### src/sv/psbr_pkg.sv
// Shared types, constants and rule-table functions for the pinyin syllable
// boundary rewriter. No dependencies; every module of the block imports it.
`default_nettype none

package psbr_pkg;

  // Default sizes
  localparam int WINDOW_BYTES_DEF = 4;
  localparam int QUEUE_DEPTH_DEF  = 4;

  // Number of window bytes a pattern can look at
  localparam int HEAD_BYTES = 4;

  localparam int NUM_RULES  = 25;
  localparam int RULE_W     = 5;
  localparam int LEN_W      = 3;

  // Rules from this index on start with a vowel and carry the separator
  // after their first letter; earlier rules carry it in front.
  localparam int FIRST_VOWEL_RULE = 19;

  localparam logic [7:0] APOSTROPHE = 8'h27;

  // Patterns, first letter in the top byte, zero padded on the right
  localparam logic [31:0] MATCH_STR [NUM_RULES] = '{
    {"ga", 16'h0}, {"ge", 16'h0}, {"gou", 8'h0}, "gong", {"gu", 16'h0},
    {"na", 16'h0}, {"ne", 16'h0}, {"ni", 16'h0}, {"nou", 8'h0}, "nong",
    {"nu", 16'h0}, {"nv", 16'h0}, {"ran", 8'h0}, {"rao", 8'h0},
    {"re", 16'h0}, {"ri", 16'h0}, {"rou", 8'h0}, "rong", {"ru", 16'h0},
    {"aou", 8'h0}, {"uou", 8'h0}, {"iai", 8'h0}, {"iei", 8'h0},
    {"uei", 8'h0}, {"vei", 8'h0}
  };

  localparam logic [LEN_W-1:0] MATCH_LEN [NUM_RULES] = '{
    3'd2, 3'd2, 3'd3, 3'd4, 3'd2,
    3'd2, 3'd2, 3'd2, 3'd3, 3'd4,
    3'd2, 3'd2, 3'd3, 3'd3,
    3'd2, 3'd2, 3'd3, 3'd4, 3'd2,
    3'd3, 3'd3, 3'd3, 3'd3,
    3'd3, 3'd3
  };

  // Result of one decision at the head of the window
  typedef struct packed {
    logic              hit;
    logic [RULE_W-1:0] rule;
    logic [LEN_W-1:0]  len;
  } dec_t;

  // One queued decision: a rule replacement or a copied byte
  typedef struct packed {
    logic              is_copy;
    logic [RULE_W-1:0] rule;
    logic [7:0]        chr;
    logic              run_end;
    logic              string_end;
  } q_entry_t;

  // First matching rule in table order; avail is the number of bytes held
  function automatic dec_t find_rule(logic [31:0] head, logic [LEN_W-1:0] avail);
    dec_t d;
    logic ok;
    d.hit  = 1'b0;
    d.rule = '0;
    d.len  = LEN_W'(1);
    for (int r = NUM_RULES - 1; r >= 0; r--) begin
      ok = (MATCH_LEN[r] <= avail);
      for (int p = 0; p < HEAD_BYTES; p++) begin
        if (p < int'(MATCH_LEN[r]) &&
            head[31 - 8*p -: 8] != MATCH_STR[r][31 - 8*p -: 8]) begin
          ok = 1'b0;
        end
      end
      if (ok) begin
        d.hit  = 1'b1;
        d.rule = RULE_W'(r);
        d.len  = MATCH_LEN[r];
      end
    end
    return d;
  endfunction

  // Byte number idx of a rule's replacement text
  function automatic logic [7:0] repl_byte(logic [RULE_W-1:0] rule,
                                           logic [LEN_W-1:0] idx);
    logic [LEN_W-1:0] apos;
    logic [LEN_W-1:0] src;
    logic [31:0]      str;
    apos = (int'(rule) >= FIRST_VOWEL_RULE) ? LEN_W'(1) : LEN_W'(0);
    src  = (idx > apos) ? idx - LEN_W'(1) : idx;
    str  = MATCH_STR[rule] << {src, 3'b000};
    if (idx == apos) begin
      return APOSTROPHE;
    end
    return str[31:24];
  endfunction

endpackage

`default_nettype wire

### src/sv/psbr_queue.sv
// Short decision queue between the front and back parts of the rewriter.
// Depends on psbr_pkg for the entry type.
`default_nettype none

module psbr_queue
  import psbr_pkg::*;
#(
  parameter int DEPTH = QUEUE_DEPTH_DEF
) (
  input  wire logic     clk,
  input  wire logic     rst_n,
  input  wire logic     push,
  input  wire q_entry_t push_data,
  output logic          full,
  input  wire logic     pop,
  output logic          not_empty,
  output q_entry_t      pop_data
);

  localparam int PTR_W = (DEPTH > 1) ? $clog2(DEPTH) : 1;
  localparam int CNT_W = $clog2(DEPTH + 1);

  q_entry_t           entries_r [DEPTH];
  logic [PTR_W-1:0]   wr_ptr_r, wr_ptr_nxt;
  logic [PTR_W-1:0]   rd_ptr_r, rd_ptr_nxt;
  logic [CNT_W-1:0]   count_r, count_nxt;
  logic               do_push, do_pop;

  assign full      = (count_r == CNT_W'(DEPTH));
  assign not_empty = (count_r != '0);
  assign pop_data  = entries_r[rd_ptr_r];
  assign do_push   = push && !full;
  assign do_pop    = pop && not_empty;

  // Pointer and count update
  always_comb begin
    wr_ptr_nxt = wr_ptr_r;
    rd_ptr_nxt = rd_ptr_r;
    count_nxt  = count_r;
    if (do_push) begin
      wr_ptr_nxt = (wr_ptr_r == PTR_W'(DEPTH - 1)) ? '0 : wr_ptr_r + PTR_W'(1);
    end
    if (do_pop) begin
      rd_ptr_nxt = (rd_ptr_r == PTR_W'(DEPTH - 1)) ? '0 : rd_ptr_r + PTR_W'(1);
    end
    if (do_push && !do_pop) begin
      count_nxt = count_r + CNT_W'(1);
    end else if (do_pop && !do_push) begin
      count_nxt = count_r - CNT_W'(1);
    end
  end

  always_ff @(posedge clk) begin
    if (!rst_n) begin
      wr_ptr_r <= '0;
      rd_ptr_r <= '0;
      count_r  <= '0;
    end else begin
      wr_ptr_r <= wr_ptr_nxt;
      rd_ptr_r <= rd_ptr_nxt;
      count_r  <= count_nxt;
    end
  end

  // Entry storage
  always_ff @(posedge clk) begin
    if (do_push) begin
      entries_r[wr_ptr_r] <= push_data;
    end
  end

  // The front never offers an entry when the queue is full.
  a_no_push_when_full: assert property (@(posedge clk) disable iff (!rst_n)
    !(push && full)) else $error("decision pushed into a full queue");

  // Count goes up by one on a push without a pop.
  a_count_step: assert property (@(posedge clk) disable iff (!rst_n)
    (do_push && !do_pop) |=> (count_r == $past(count_r) + CNT_W'(1)))
    else $error("queue count did not advance on push");

endmodule

`default_nettype wire

### src/sv/psbr_front.sv
// Front part of the rewriter: accepts words into the lookahead window and
// takes rule decisions at its head. Depends on psbr_pkg.
`default_nettype none

module psbr_front
  import psbr_pkg::*;
#(
  parameter int WINDOW_BYTES = WINDOW_BYTES_DEF
) (
  input  wire logic     clk,
  input  wire logic     rst_n,
  input  wire logic     in_valid,
  output logic          in_ready,
  input  wire logic [7:0] in_char,
  input  wire logic     in_last,
  output logic          q_push,
  output q_entry_t      q_data,
  input  wire logic     q_full
);

  localparam int FILL_W = $clog2(WINDOW_BYTES + 1);

  logic [7:0]        win_r   [WINDOW_BYTES];
  logic [7:0]        win_nxt [WINDOW_BYTES];
  logic [7:0]        ew      [WINDOW_BYTES + HEAD_BYTES];
  logic [FILL_W-1:0] fill_r, fill_nxt;
  logic              flushing_r, flushing_nxt;
  logic              accept;
  logic              do_dec;
  logic              last_mode;
  logic [FILL_W-1:0] ef;
  logic [FILL_W-1:0] remaining;
  logic [LEN_W-1:0]  avail;
  logic [31:0]       head;
  dec_t              dec;

  assign in_ready = !flushing_r && !q_full;
  assign accept   = in_valid && in_ready;

  // Window as seen after this cycle's word is appended, padded with zeros
  always_comb begin
    for (int i = 0; i < WINDOW_BYTES + HEAD_BYTES; i++) begin
      ew[i] = 8'h00;
      if (i < WINDOW_BYTES) begin
        ew[i] = win_r[i];
        if (accept && FILL_W'(i) == fill_r) begin
          ew[i] = in_char;
        end
      end
    end
  end

  assign ef    = fill_r + FILL_W'(accept);
  assign avail = (ef > FILL_W'(HEAD_BYTES)) ? LEN_W'(HEAD_BYTES) : LEN_W'(ef);
  assign head  = {ew[0], ew[1], ew[2], ew[3]};
  assign dec   = find_rule(head, avail);

  // Decide when the window fills or a last word is taken, or every cycle while flushing and the queue has room
  assign last_mode = flushing_r || (accept && in_last);
  assign do_dec    = (accept && (in_last || ef == FILL_W'(WINDOW_BYTES))) ||
                     (flushing_r && !q_full);
  assign remaining = ef - FILL_W'(dec.len);

  // Queue entry for the decision
  always_comb begin
    q_push             = do_dec;
    q_data.is_copy     = !dec.hit;
    q_data.rule        = dec.rule;
    q_data.chr         = ew[0];
    q_data.run_end     = !last_mode || (remaining == '0);
    q_data.string_end  = last_mode && (remaining == '0);
  end

  // Window shift and flush control
  always_comb begin
    for (int i = 0; i < WINDOW_BYTES; i++) begin
      win_nxt[i] = ew[i];
      if (do_dec) begin
        for (int k = 1; k <= HEAD_BYTES; k++) begin
          if (dec.len == LEN_W'(k)) begin
            win_nxt[i] = ew[i + k];
          end
        end
      end
    end
    fill_nxt     = do_dec ? remaining : ef;
    flushing_nxt = flushing_r;
    if (last_mode && do_dec) begin
      flushing_nxt = (remaining != '0);
    end
  end

  always_ff @(posedge clk) begin
    if (!rst_n) begin
      fill_r     <= '0;
      flushing_r <= 1'b0;
    end else begin
      fill_r     <= fill_nxt;
      flushing_r <= flushing_nxt;
    end
  end

  always_ff @(posedge clk) begin
    for (int i = 0; i < WINDOW_BYTES; i++) begin
      win_r[i] <= win_nxt[i];
    end
  end

  // A full window is always decided in the cycle it fills.
  a_fill_below_size: assert property (@(posedge clk) disable iff (!rst_n)
    fill_r < FILL_W'(WINDOW_BYTES)) else $error("window left full");

  // Flushing only runs while bytes remain.
  a_flush_nonempty: assert property (@(posedge clk) disable iff (!rst_n)
    flushing_r |-> (fill_r != '0)) else $error("flushing an empty window");

  // A taken last word always gives a decision.
  a_last_decides: assert property (@(posedge clk) disable iff (!rst_n)
    (accept && in_last) |-> q_push) else $error("last word gave no decision");

endmodule

`default_nettype wire

### src/sv/psbr_back.sv
// Back part of the rewriter: expands queued decisions into output bytes
// behind an output register. Depends on psbr_pkg.
`default_nettype none

module psbr_back
  import psbr_pkg::*;
(
  input  wire logic       clk,
  input  wire logic       rst_n,
  input  wire logic       q_not_empty,
  input  wire q_entry_t   q_data,
  output logic            q_pop,
  output logic            out_valid,
  input  wire logic       out_ready,
  output logic [7:0]      out_char,
  output logic            out_run_end,
  output logic            out_string_end
);

  q_entry_t          cur_r;
  logic              cur_valid_r;
  logic [LEN_W-1:0]  idx_r;
  logic              out_valid_r;
  logic [7:0]        out_char_r;
  logic              out_run_end_r;
  logic              out_string_end_r;
  logic              can_load;
  logic              emit;
  logic              last_byte;
  logic [LEN_W-1:0]  cur_len;
  logic [7:0]        cur_byte;

  assign can_load  = !out_valid_r || out_ready;
  assign cur_len   = cur_r.is_copy ? LEN_W'(1) : MATCH_LEN[cur_r.rule] + LEN_W'(1);
  assign last_byte = (idx_r == cur_len - LEN_W'(1));
  assign cur_byte  = cur_r.is_copy ? cur_r.chr : repl_byte(cur_r.rule, idx_r);
  assign emit      = cur_valid_r && can_load;
  assign q_pop     = q_not_empty && (!cur_valid_r || (emit && last_byte));

  // Current decision and byte position
  always_ff @(posedge clk) begin
    if (!rst_n) begin
      cur_valid_r <= 1'b0;
      idx_r       <= '0;
    end else if (q_pop) begin
      cur_valid_r <= 1'b1;
      idx_r       <= '0;
    end else if (emit && last_byte) begin
      cur_valid_r <= 1'b0;
    end else if (emit) begin
      idx_r <= idx_r + LEN_W'(1);
    end
  end

  always_ff @(posedge clk) begin
    if (q_pop) begin
      cur_r <= q_data;
    end
  end

  // Output register
  always_ff @(posedge clk) begin
    if (!rst_n) begin
      out_valid_r <= 1'b0;
    end else if (emit) begin
      out_valid_r <= 1'b1;
    end else if (out_ready) begin
      out_valid_r <= 1'b0;
    end
  end

  always_ff @(posedge clk) begin
    if (emit) begin
      out_char_r       <= cur_byte;
      out_run_end_r    <= cur_r.run_end && last_byte;
      out_string_end_r <= cur_r.string_end && last_byte;
    end
  end

  assign out_valid      = out_valid_r;
  assign out_char       = out_char_r;
  assign out_run_end    = out_run_end_r;
  assign out_string_end = out_string_end_r;

  // The end of a string is always the end of a run.
  a_string_end_run_end: assert property (@(posedge clk) disable iff (!rst_n)
    (out_valid && out_string_end) |-> out_run_end)
    else $error("string end without run end");

  // Byte position stays inside the replacement text.
  a_idx_in_range: assert property (@(posedge clk) disable iff (!rst_n)
    cur_valid_r |-> (idx_r < cur_len)) else $error("byte index past replacement");

endmodule

`default_nettype wire

### src/sv/pinyin_syllable_boundary_rewriter_unit.sv
// Top level of the pinyin syllable boundary rewriter: front, decision
// queue and back. Depends on psbr_pkg, psbr_front, psbr_queue, psbr_back.
//
//   Channel | Direction | Handshake            | Word
//   in_     | input     | in_valid / in_ready  | in_char[7:0], in_last
//   out_    | output    | out_valid / out_ready| out_char[7:0], out_run_end,
//           |           |                      | out_string_end
//
// A word that fills the window is decided in the cycle it is taken, so
// words can arrive back to back while the queue has room.
// Output bytes leave at one per cycle from the back part while out_ready
// is high; a replacement is its pattern and the separator, up to five
// bytes, so throughput is set by the output byte rate. A last word blocks
// input while the window drains, one decision a cycle if the queue has room.
// Reset is synchronous, active low, and empties window, queue and outputs.
// A stalled output fills the queue, after which in_ready drops.
`default_nettype none

module pinyin_syllable_boundary_rewriter_unit
  import psbr_pkg::*;
#(
  parameter int WINDOW_BYTES = WINDOW_BYTES_DEF,
  parameter int QUEUE_DEPTH  = QUEUE_DEPTH_DEF
) (
  input  wire logic       clk,
  input  wire logic       rst_n,
  input  wire logic       in_valid,
  output logic            in_ready,
  input  wire logic [7:0] in_char,
  input  wire logic       in_last,
  output logic            out_valid,
  input  wire logic       out_ready,
  output logic [7:0]      out_char,
  output logic            out_run_end,
  output logic            out_string_end
);

  q_entry_t push_data;
  q_entry_t pop_data;
  logic     push;
  logic     pop;
  logic     q_full;
  logic     q_not_empty;

  // Window and decisions
  psbr_front #(
    .WINDOW_BYTES(WINDOW_BYTES)
  ) u_front (
    .clk      (clk),
    .rst_n    (rst_n),
    .in_valid (in_valid),
    .in_ready (in_ready),
    .in_char  (in_char),
    .in_last  (in_last),
    .q_push   (push),
    .q_data   (push_data),
    .q_full   (q_full)
  );

  // Decision queue
  psbr_queue #(
    .DEPTH(QUEUE_DEPTH)
  ) u_queue (
    .clk       (clk),
    .rst_n     (rst_n),
    .push      (push),
    .push_data (push_data),
    .full      (q_full),
    .pop       (pop),
    .not_empty (q_not_empty),
    .pop_data  (pop_data)
  );

  // Byte expansion and output register
  psbr_back u_back (
    .clk            (clk),
    .rst_n          (rst_n),
    .q_not_empty    (q_not_empty),
    .q_data         (pop_data),
    .q_pop          (pop),
    .out_valid      (out_valid),
    .out_ready      (out_ready),
    .out_char       (out_char),
    .out_run_end    (out_run_end),
    .out_string_end (out_string_end)
  );

endmodule

`default_nettype wire
### config.mk
export PLATFORM = sky130hd
export DESIGN_NAME = pinyin_syllable_boundary_rewriter_unit
export DESIGN_NICKNAME = d
export VERILOG_FILES = /design/src/sv/psbr_pkg.sv /design/src/sv/psbr_queue.sv /design/src/sv/psbr_front.sv /design/src/sv/psbr_back.sv /design/src/sv/pinyin_syllable_boundary_rewriter_unit.sv
export SDC_FILE = /design/constraint.sdc
export NUM_CORES = 1
export LEC_CHECK = 0
export BUFFER_PORTS_ARGS = -buffer_cell sky130_fd_sc_hd__buf_2
export CAP_MARGIN = 30
export CELL_PAD_IN_SITES_DETAIL_PLACEMENT = 1
export CELL_PAD_IN_SITES_GLOBAL_PLACEMENT = 1
export CORE_MARGIN = 5
export CORE_UTILIZATION = 45
export CTS_CLUSTER_DIAMETER = 60
export CTS_CLUSTER_SIZE = 10
export DETAILED_ROUTE_END_ITERATION = 12
export PLACE_DENSITY_LB_ADDON = 0.1
export SLEW_MARGIN = 30
export SYNTH_ARGS = -nofsm -noshare
export SYNTH_HDL_FRONTEND = slang
export SYNTH_SLANG_ARGS = --single-unit
### constraint.sdc
create_clock -name clk -period 3.8 [get_ports clk]
set_input_delay 0.57 -clock clk [delete_from_list [all_inputs] [get_ports clk]]
set_output_delay 0.57 -clock clk [all_outputs]
set_load 0.01 [all_outputs]
==> results of run 1 <==
## registers in the layout, summed over array words and instances (netlist names)
name / flops
u_queue.rd_ptr_r: 2
u_front.win_r: 32
u_back.cur_r: 16
u_queue.entries_r: 64
u_back.idx_r: 3
u_back.out_valid: 1
u_queue.count_r: 3
u_back.cur_valid_r: 1
u_back.out_string_end: 1
u_queue.wr_ptr_r: 2
u_back.out_run_end: 1
u_back.out_char: 8
u_front.flushing_r: 1
u_front.fill_r: 3
## metal layers
metal,global-route usage (%),vias to the layer above,part of all wire [%]
met5,0,-,0
met4,10.2,0,4.2
met2,46.1,177,52
met3,3.81,65,3.8
li1,-,3158,-
met1,29.1,3409,40
## report_power, final
group	total, mW	switching (mW)	internal [mW]
clock	1.73	0.745	0.980
sequential	2.56	0.366	2.20
combinational	4.05	2.36	1.69
## critical path: stages, from the launching register on
cell	delay, ps
sky130_fd_sc_hd__edfxtp_1	440
sky130_fd_sc_hd__inv_2	100
sky130_fd_sc_hd__ha_4	310
sky130_fd_sc_hd__nand3b_1	120
sky130_fd_sc_hd__a21oi_2	190
sky130_fd_sc_hd__a21oi_2	40
sky130_fd_sc_hd__ha_1	290
sky130_fd_sc_hd__nand2b_1	80
sky130_fd_sc_hd__ha_2	280
sky130_fd_sc_hd__xnor2_2	160
sky130_fd_sc_hd__nor2_2	90
sky130_fd_sc_hd__a31oi_2	200
sky130_fd_sc_hd__ha_2	210
sky130_fd_sc_hd__inv_1	60
sky130_fd_sc_hd__fa_2	380
sky130_fd_sc_hd__xor2_1	170
sky130_fd_sc_hd__or3_1	310
sky130_fd_sc_hd__a21boi_1	140
## synthesized netlist by cell type (all sizes together) (4+ instances only)
cell type  instances  area (um^2)
clkbuf            28          105
or3                7         43.8
nor2              70          265
mux2              22          251
inv               20         75.1
nand4              6         37.5
and2               7         45.1
nand2             94          355
mux4              17          383
a31o               4         35.0
a22oi              7         52.6
buf               13         73.8
a2111oi            4         53.8
nand3             18          105
dfxtp             48          961
o211ai            17          143
a211oi             6         45.0
a21oi             35          175
xnor2             15          131
nor2b             15         93.8
nand2b            15         93.8
nor3              24          125
edfxtp            90         2700
nand4b             6         52.6
mux2i             38          380
o22ai             10         62.6
o31ai              5         37.5
and3              12         75.1
nor4              10         77.6
a21boi             4         30.0
o21ai             34          170
a31oi              5         31.3
ha                19          238
nand3b            10         75.1
## kinds of logic (layout without fill, tap and decap cells)
group / Yosys count / after routing / synth area share (%)
buffers and inverters: 62 / 154 / 3.15
adder cells (fa/ha/maj): 21 / 21 / 3.39
XOR/XNOR: 18 / 18 / 1.93
flip-flops: 138 / 138 / 44.8
multiplexers: 77 / 77 / 12.4
AND/OR/NAND/NOR: 319 / 319 / 20.7
AO/OA/AOI/OAI: 163 / 163 / 13.7
## what timing repair did
item	4_1_cts	5_1_grt
hold buffers	0	0
buffers inserted	2	4
gates resized for setup	7	28
pin swaps	0	7
endpoints found under the hold margin	0	0
setup endpoints to repair	10	16
## metrics by stage
stage,worst slack [ps],hold slack [ps]
4_1_cts,14.6,468
3_3_place_gp,45.9,480
5_1_grt,-72.1,485
2_1_floorplan,2.08,466
6_report,171,475
3_5_place_dp,-41.6,513
## layout by cell type (no fill, tap or decap), types with 10 or more instances in the layout
| cell | synthesis | routed |
|---|---|---|
| sky130_fd_sc_hd__nor3_1 | 23 | 23 |
| sky130_fd_sc_hd__nor2_1 | 69 | 66 |
| sky130_fd_sc_hd__and3_1 | 12 | 12 |
| sky130_fd_sc_hd__buf_4 | 1 | 77 |
| sky130_fd_sc_hd__nor2b_1 | 15 | 15 |
| sky130_fd_sc_hd__mux4_2 | 17 | 17 |
| sky130_fd_sc_hd__nand2_1 | 93 | 93 |
| sky130_fd_sc_hd__mux2_2 | 21 | 21 |
| sky130_fd_sc_hd__mux2i_1 | 38 | 36 |
| sky130_fd_sc_hd__inv_1 | 20 | 18 |
| sky130_fd_sc_hd__edfxtp_1 | 90 | 90 |
| sky130_fd_sc_hd__clkbuf_16 | 0 | 18 |
| sky130_fd_sc_hd__dfxtp_1 | 48 | 46 |
| sky130_fd_sc_hd__nand3b_1 | 10 | 10 |
| sky130_fd_sc_hd__nand3_1 | 15 | 15 |
| sky130_fd_sc_hd__a21oi_1 | 35 | 30 |
| sky130_fd_sc_hd__o21ai_0 | 33 | 32 |
| sky130_fd_sc_hd__ha_1 | 19 | 13 |
| sky130_fd_sc_hd__o211ai_1 | 14 | 14 |
| sky130_fd_sc_hd__buf_2 | 5 | 24 |
| sky130_fd_sc_hd__nand2b_1 | 15 | 15 |
| sky130_fd_sc_hd__o22ai_1 | 10 | 10 |
## final cells by class
class                      count  area share (%)
multi-input combinational    598            45.3
tap                          229            2.93
inverter                      21           0.807
clock buffer                  18            4.61
timing repair buffer         101            7.15
clock inverter                14            1.67
sequential                   138            37.5
## final timing paths
kind | endpoint | slack, ps | cells after the start
worst max-delay path | u_queue.count_r[2] | 170 | 17
worst min-delay path | u_back.out_valid | 480 | 3
worst max register to register | u_queue.count_r[2] | 170 | 17
worst min register to register | u_back.out_valid | 510 | 1
==> results.md, run 1 <==
- The buffer depth of the longest clock path is 2.
- Based on the critical path, the design can be clocked at up to 0.276 GHz.
- The number of hold-slack violations in the final timing report came to 0.
- Summed over all layers, the routed wires come to about 26 mm.
- Cells fill 54.4% of the core in the end.
- Entering global routing, the biggest net connects 26 pins.
- The H-tree generated during clock tree synthesis spans 4 levels.
- The start of the worst register-to-register path is u_back.cur_r[10].
- The number of diodes added for antenna fixing is 0.
- STA classifies the critical path startpoint as a flip-flop.
- The min-delay analysis places its worst path in the category in -> reg.
- In the final layout, the share of cells above drive strength 1 is 26.0%.
- The total power after layout is 8.34 mW.
- Across every metal layer, demand over resource in global routing totals 25.1%.
- Summed over all nets, the half-perimeter wirelength after detailed placement is 19.6 mm.
- The final setup violation count is 0.
- In this run the mean area of a mapped cell was 10.3 um^2.
- The floorplan die area is 21,000 um^2.
- The launch point of the critical path is u_back.cur_r[10].
- The launch point of the worst hold path is out_ready.
- The floorplan has 49 rows.
- The clock sink total is 138.
- In the final layout, flip-flops and latches occupy 3670 um^2.
- Setup total negative slack on the finished layout was measured at 0 ps.
- In this run the tightest slew margin relative to its limit is ~44%.
- The clock tree skew after final layout is 13.1 ps.
- The area growth from synthesis to layout is 19.4%.
- The CTS tree is built.
- The maximum fanout count along the critical path is 5.
- The routed wire length per instance is about 23 um.
- The number of warnings issued by yosys is 0.
- The post-layout instance area is 9770 um^2.
- Across the VDD grid, the largest voltage drop is between 0.0004 and 0.0005 V.
- Synthesis produced a netlist with a net count of 832.
- Counting flops with an async set or reset pin after synthesis yields a share of 0%.
- Synthesis handed over a netlist of around 800 instances.
- The remaining antenna violation count after routing is 0.
- The flip-flop cell with the highest count after synthesis is sky130_fd_sc_hd__edfxtp_1.
- Global routing finished with a remaining overflow of 0.
- The floorplan step set the die height to 145 um.
- The post-synthesis cell type count is slightly above 80.
- The element type at the critical path end is a flip-flop.
- The first routing iteration left 364 violations.
- The clock tree root driver cell is sky130_fd_sc_hd__clkbuf_16.
- The count of unresolved DRC violations after routing is 0.
- Once placement completed, the tool counted placed cells totaling between 1,000 and 1,500.
- During placement, the flow inserted port buffers numbering 24.
- The detail-routed via count per cell is 6.08.
- At the pin with the least slew margin, the transition time is roughly 830 ps.
- The detailed-router iteration count before antenna repair is 5.
- The clock insertion delay at the later pin of the skew report is 420 ps.
- In this run the power density over the cells is around 850 nW/um^2.
- After clock tree synthesis, the clock-pin slew on the worst setup and hold paths is ~70 ps.
- 25 I/O pins were placed.
- The overall via count from detail_route is 6,809.
- In this run the static leakage power is 3.68 nW.
- The via count of the first global-routing pass is just over 7,000.
- The number of max-slew violations in the final report is 0.
- In the final layout, the multi-input gates occupy 4430 um^2.
- Data on the critical path is required at its endpoint by 4150 ps.
- The number of antenna violations at the first check in global routing is 0.
- The non-filler instance count after layout is 1,119.
- Counting I/O delays and the setup requirement, the final critical path takes 3630 ps.
- The global placement routability congestion is between 0.9 and 1.
- At the worst endpoint, the arrival time is about 4000 ps.
- The number of synthesized register bits is 138.
- After the last flow step, the layout net total stands at 911.
- The share of the clock period used by the worst path after layout is 95.5%.
- The first global-routing pass estimated around 40 mm of wire.
- The number of synthesized flops with an enable pin is 90.
- The core outline area is 18,000 um^2.
- After synthesis the cells add up to 8180 um^2.
- The count of fill cells added during filler insertion is 1,952.
- The number of buffers added by the clock tree synthesis step is 17.
- The die width is 145 um.
- The category of the most critical setup path is reg -> reg.
- Once the floorplan was initialized, standard cells occupied 45.6% of the core.
- The run finished with clean final reports.
- The area of placed instances is 8970 um^2.
- The sequential cell area fraction in the yosys report is 44.8%.
- The number of max-cap violations is 0.
No activity file was read; power rests on OpenSTA's default activity.
==> run 2, diff against run 1 <==
--- a/config.mk
+++ b/config.mk
@@ -10,7 +10,7 @@
 export CELL_PAD_IN_SITES_DETAIL_PLACEMENT = 1
 export CELL_PAD_IN_SITES_GLOBAL_PLACEMENT = 1
 export CORE_MARGIN = 5
-export CORE_UTILIZATION = 45
+export CORE_UTILIZATION = 29
 export CTS_CLUSTER_DIAMETER = 60
 export CTS_CLUSTER_SIZE = 10
 export DETAILED_ROUTE_END_ITERATION = 12
==> run 2 against run 1 <==
  * Non-clock buffer count rose by 17
  * Hold slack got worse by 4.1 ps
  * Die area increased by 51%
  * Via count fell by 0.73%
  * Global-route usage fell by 7.8 points
  * Sequential power decreased by 2%
  * Combinational power grew 3%
  * Total power increased by 0.77%
  * Final cell count rose by 15%
  * Critical path depth unchanged
  * Sequential share of layout area down 1.1 points
  * Maximum frequency shrank 1.2%
  * Largest cell class unchanged
  * Largest power group unchanged
==> results.md, run 2 (synthesized netlist as in run 1, its figures left out) <==
- The flow ran to the end, and the final reports show no timing, DRC or antenna violations.
- The clock tree skew after final layout is 18.2 ps (+5.01 ps).
- The ratio of total power to cell area is 835 nW/um^2 (-2.2%).
- The class of the worst hold path is in -> reg.
- The worst max-slew margin expressed relative to the limit was 41.6% (-2.8 points).
- The required time at the worst-slack endpoint was 4160 ps (about the same).
- The maximum fanout count along the critical path is 4 (-1).
- The first-iteration detailed-routing DRC count is 361 (-0.82%).
- The clock-pin slew on the worst setup and hold paths is 70 ps (about the same).
- The detail-routed via count per cell is 5.26 (-14%).
- The half-perimeter wire length after detailed placement is 21.0 mm (+7.0%).
- The overall fraction of global-route tracks in use was 17.3% (-7.8 points).
- The data arrival time of the critical path was 4040 ps (+60 ps).
- The count of input and output buffers is 24 (unchanged).
- The leakage power figure was 3.75 nW (+1.9%).
- The CTS tree is built.
- Relative to the synthesized area, the layout overhead comes to 23.0%.
- The switching power is 3.49 mW (+0.50%).
- STA classifies the critical path endpoint as a flip-flop.
- The clock insertion delay at the later pin of the skew report is 440 ps (+20 ps).
- The cell total after placement came to 1,248 (+15%).
- The highest achievable clock rate is 0.272 GHz (-1.2%).
- The most frequent standard cell in the layout excluding fill and tap cells is sky130_fd_sc_hd__buf_4.
- The share of the clock period used by the worst path after layout was 96.7% (+1.2 points).
- The floorplan die area is 31,700 um^2 (+51%).
- The root buffer cell chosen for the clock tree is sky130_fd_sc_hd__clkbuf_16.
- The clock period minus worst slack is 3670 ps (+44.7 ps).
- The transition time at the pin with the least slew margin is 875 ps (+42.4 ps).
- The detailed-router iteration count before antenna repair is 5 (unchanged).
- The number of H-tree levels was 4 (unchanged).
- The pin count of the biggest net entering global routing is 26 (unchanged).
- The smallest hold slack is 471 ps (-4.08 ps).
- The number of buffers added by the clock tree synthesis step is 17 (unchanged).
- The final setup violation count came to 0 (unchanged).
- The number of hold-slack violations in the final timing report is 0 (unchanged).
- The count of unresolved DRC violations after routing was 0 (unchanged).
- The number of placed I/O pins came to 25 (unchanged).
- The number of max-cap violations came to 0 (unchanged).
- The critical path is of the reg -> reg type.
- The number of max-slew violations in the final report came to 0 (unchanged).
- The library cells used most frequently in the layout, excluding fill and tap cells, are sky130_fd_sc_hd__buf_4 (94), sky130_fd_sc_hd__nand2_1 (93), sky130_fd_sc_hd__edfxtp_1 (90), sky130_fd_sc_hd__nor2_1 (66), sky130_fd_sc_hd__dfxtp_1 (46).
- The sequential fraction of design power is 29.9% (-0.8 points).
- The number of nets in the layout is 928 (+1.9%).
- The number of antenna violations at the first check in global routing came to 0 (unchanged).
- The global placement routability congestion is 0.901 (-4.5%).
- The die width is 178 um (+23%).
- The clock sink total is 138 (unchanged).
- The buffer depth of the longest clock path was 2 (unchanged).
- The non-filler instance count after layout is 1,285 (+15%).
- The peak ir drop on the vdd network is 0.000290 V (-41%).
- The internal power of the cells was 4.91 mW (+0.97%).
- The fraction of power consumed by combinational cells is 49.8% (+1.2 points).
- The area of placed instances is 9290 um^2 (+3.6%).
- The nature of the critical path startpoint is a flip-flop.
- The switching fraction of total power is 41.5% (-0.11 points).
- The clock power share is 20.3% (-0.4 points).
- The wire length reported by the detailed router is 26.8 mm (+3.8%).
- The register with the most flip-flops is u_queue.entries_r.
- The height of the chip came to 178 um (+23%).
- The proportion of layout cells with a drive suffix above 1 is 26.9% (+0.95 points).
- The number of placement rows is 61 (+24%).
- The sum of overflow across all layers after global routing was 0 (unchanged).
- The post-layout instance area was 10,100 um^2 (+3.0%).
- The count of fill cells added during filler insertion is 3,140 (+61%).
- The remaining antenna violation count after routing is 0 (unchanged).
- The flip-flop count of the largest register after layout came to 64 (unchanged).
- The core outline area is 27,900 um^2 (+55%).
- The overall via count from detail_route is 6,759 (-0.73%).
- The total of hold buffers inserted after clock tree synthesis is 0 (unchanged).
- The largest registers in the layout are u_queue.entries_r: 64 flops, u_front.win_r: 32 flops, u_back.cur_r: 16 flops.
- The first-pass GRT wire length is 41.6 mm (+3.7%).
- The via count of the first global-routing pass came to 7,233 (+0.17%).
- The routed wire length per instance came to 20.9 um (-9.6%).
- The starting density of the core is 29.4% (-16 points).
- The number of diodes added for antenna fixing is 0 (unchanged).
## run 2: worst paths after layout
path | from | end | slack (ps) | cells after the start
setup / recovery | u_back.cur_r[11] | u_queue.count_r[2] | 130 | 17
hold / removal | out_ready | u_back.out_valid | 470 | 3
setup reg to reg | u_back.cur_r[11] | u_queue.count_r[2] | 130 | 17
hold reg to reg | u_queue.wr_ptr_r[1] | u_queue.wr_ptr_r[1] | 520 | 2
## run 2: metal layers
layer  track usage (%)  wire length (um)  up-vias
met5                 0                 0        -
met4              6.86               788        0
met3              2.71               695       48
met2              32.0             14100      107
met1              19.8             11200     3410
li1                  -                 -     3194
## run 2: critical path: stages, from the launching register on
cell and delay (ps):
sky130_fd_sc_hd__edfxtp_1 450, sky130_fd_sc_hd__buf_4 160, sky130_fd_sc_hd__buf_4 130, sky130_fd_sc_hd__nand2_1 80, sky130_fd_sc_hd__a21bo_2 250, sky130_fd_sc_hd__a21oi_1 170
sky130_fd_sc_hd__ha_1 260, sky130_fd_sc_hd__nand2b_1 110, sky130_fd_sc_hd__ha_4 220, sky130_fd_sc_hd__xnor2_4 180, sky130_fd_sc_hd__nor2_4 70, sky130_fd_sc_hd__a31oi_4 210
sky130_fd_sc_hd__ha_2 210, sky130_fd_sc_hd__inv_1 50, sky130_fd_sc_hd__fa_1 430, sky130_fd_sc_hd__xor2_1 190, sky130_fd_sc_hd__or3_1 320, sky130_fd_sc_hd__a21boi_2 130
## run 2: what timing repair did
item                       in CTS  in global routing
setup endpoints to repair       9                 11
setup buffers                   0                  5
resized for setup               8                 22
pin swaps                       1                  9
## run 2: metrics by stage
step           power (mW)  setup slack [ps]  utilization [%]  setup TNS (ps)
6_report             8.40               127             36.1               0
3_5_place_dp         6.54              -120             33.3           -1120
2_1_floorplan        4.94              2.08                -               0
5_1_grt              8.93             -12.2             36.1           -12.2
3_3_place_gp         6.44             -58.2             33.3            -296
4_1_cts              8.32              10.2             35.6               0
## run 2: layout make-up
cell class | instances | area (um^2) | share of cell area (%)
multi-input combinational | 598 | 4420 | 43.9
sequential | 138 | 3670 | 36.4
timing repair buffer | 118 | 826 | 8.21
tap | 378 | 473 | 4.70
clock buffer | 17 | 425 | 4.23
clock inverter | 15 | 173 | 1.72
inverter | 21 | 78.8 | 0.783
## run 2: power groups by stage
| stage | Clock [mW] | Sequential [mW] | Combinational, mW |
|---|---|---|---|
| 6_report | 1.71 | 2.51 | 4.19 |
| 5_1_grt | 1.81 | 2.56 | 4.56 |
| 4_1_cts | 1.76 | 2.51 | 4.05 |
| 3_5_place_dp | 0 | 2.53 | 4.00 |
| 3_3_place_gp | 0 | 2.52 | 3.92 |
| 2_1_floorplan | 0 | 2.40 | 2.53 |
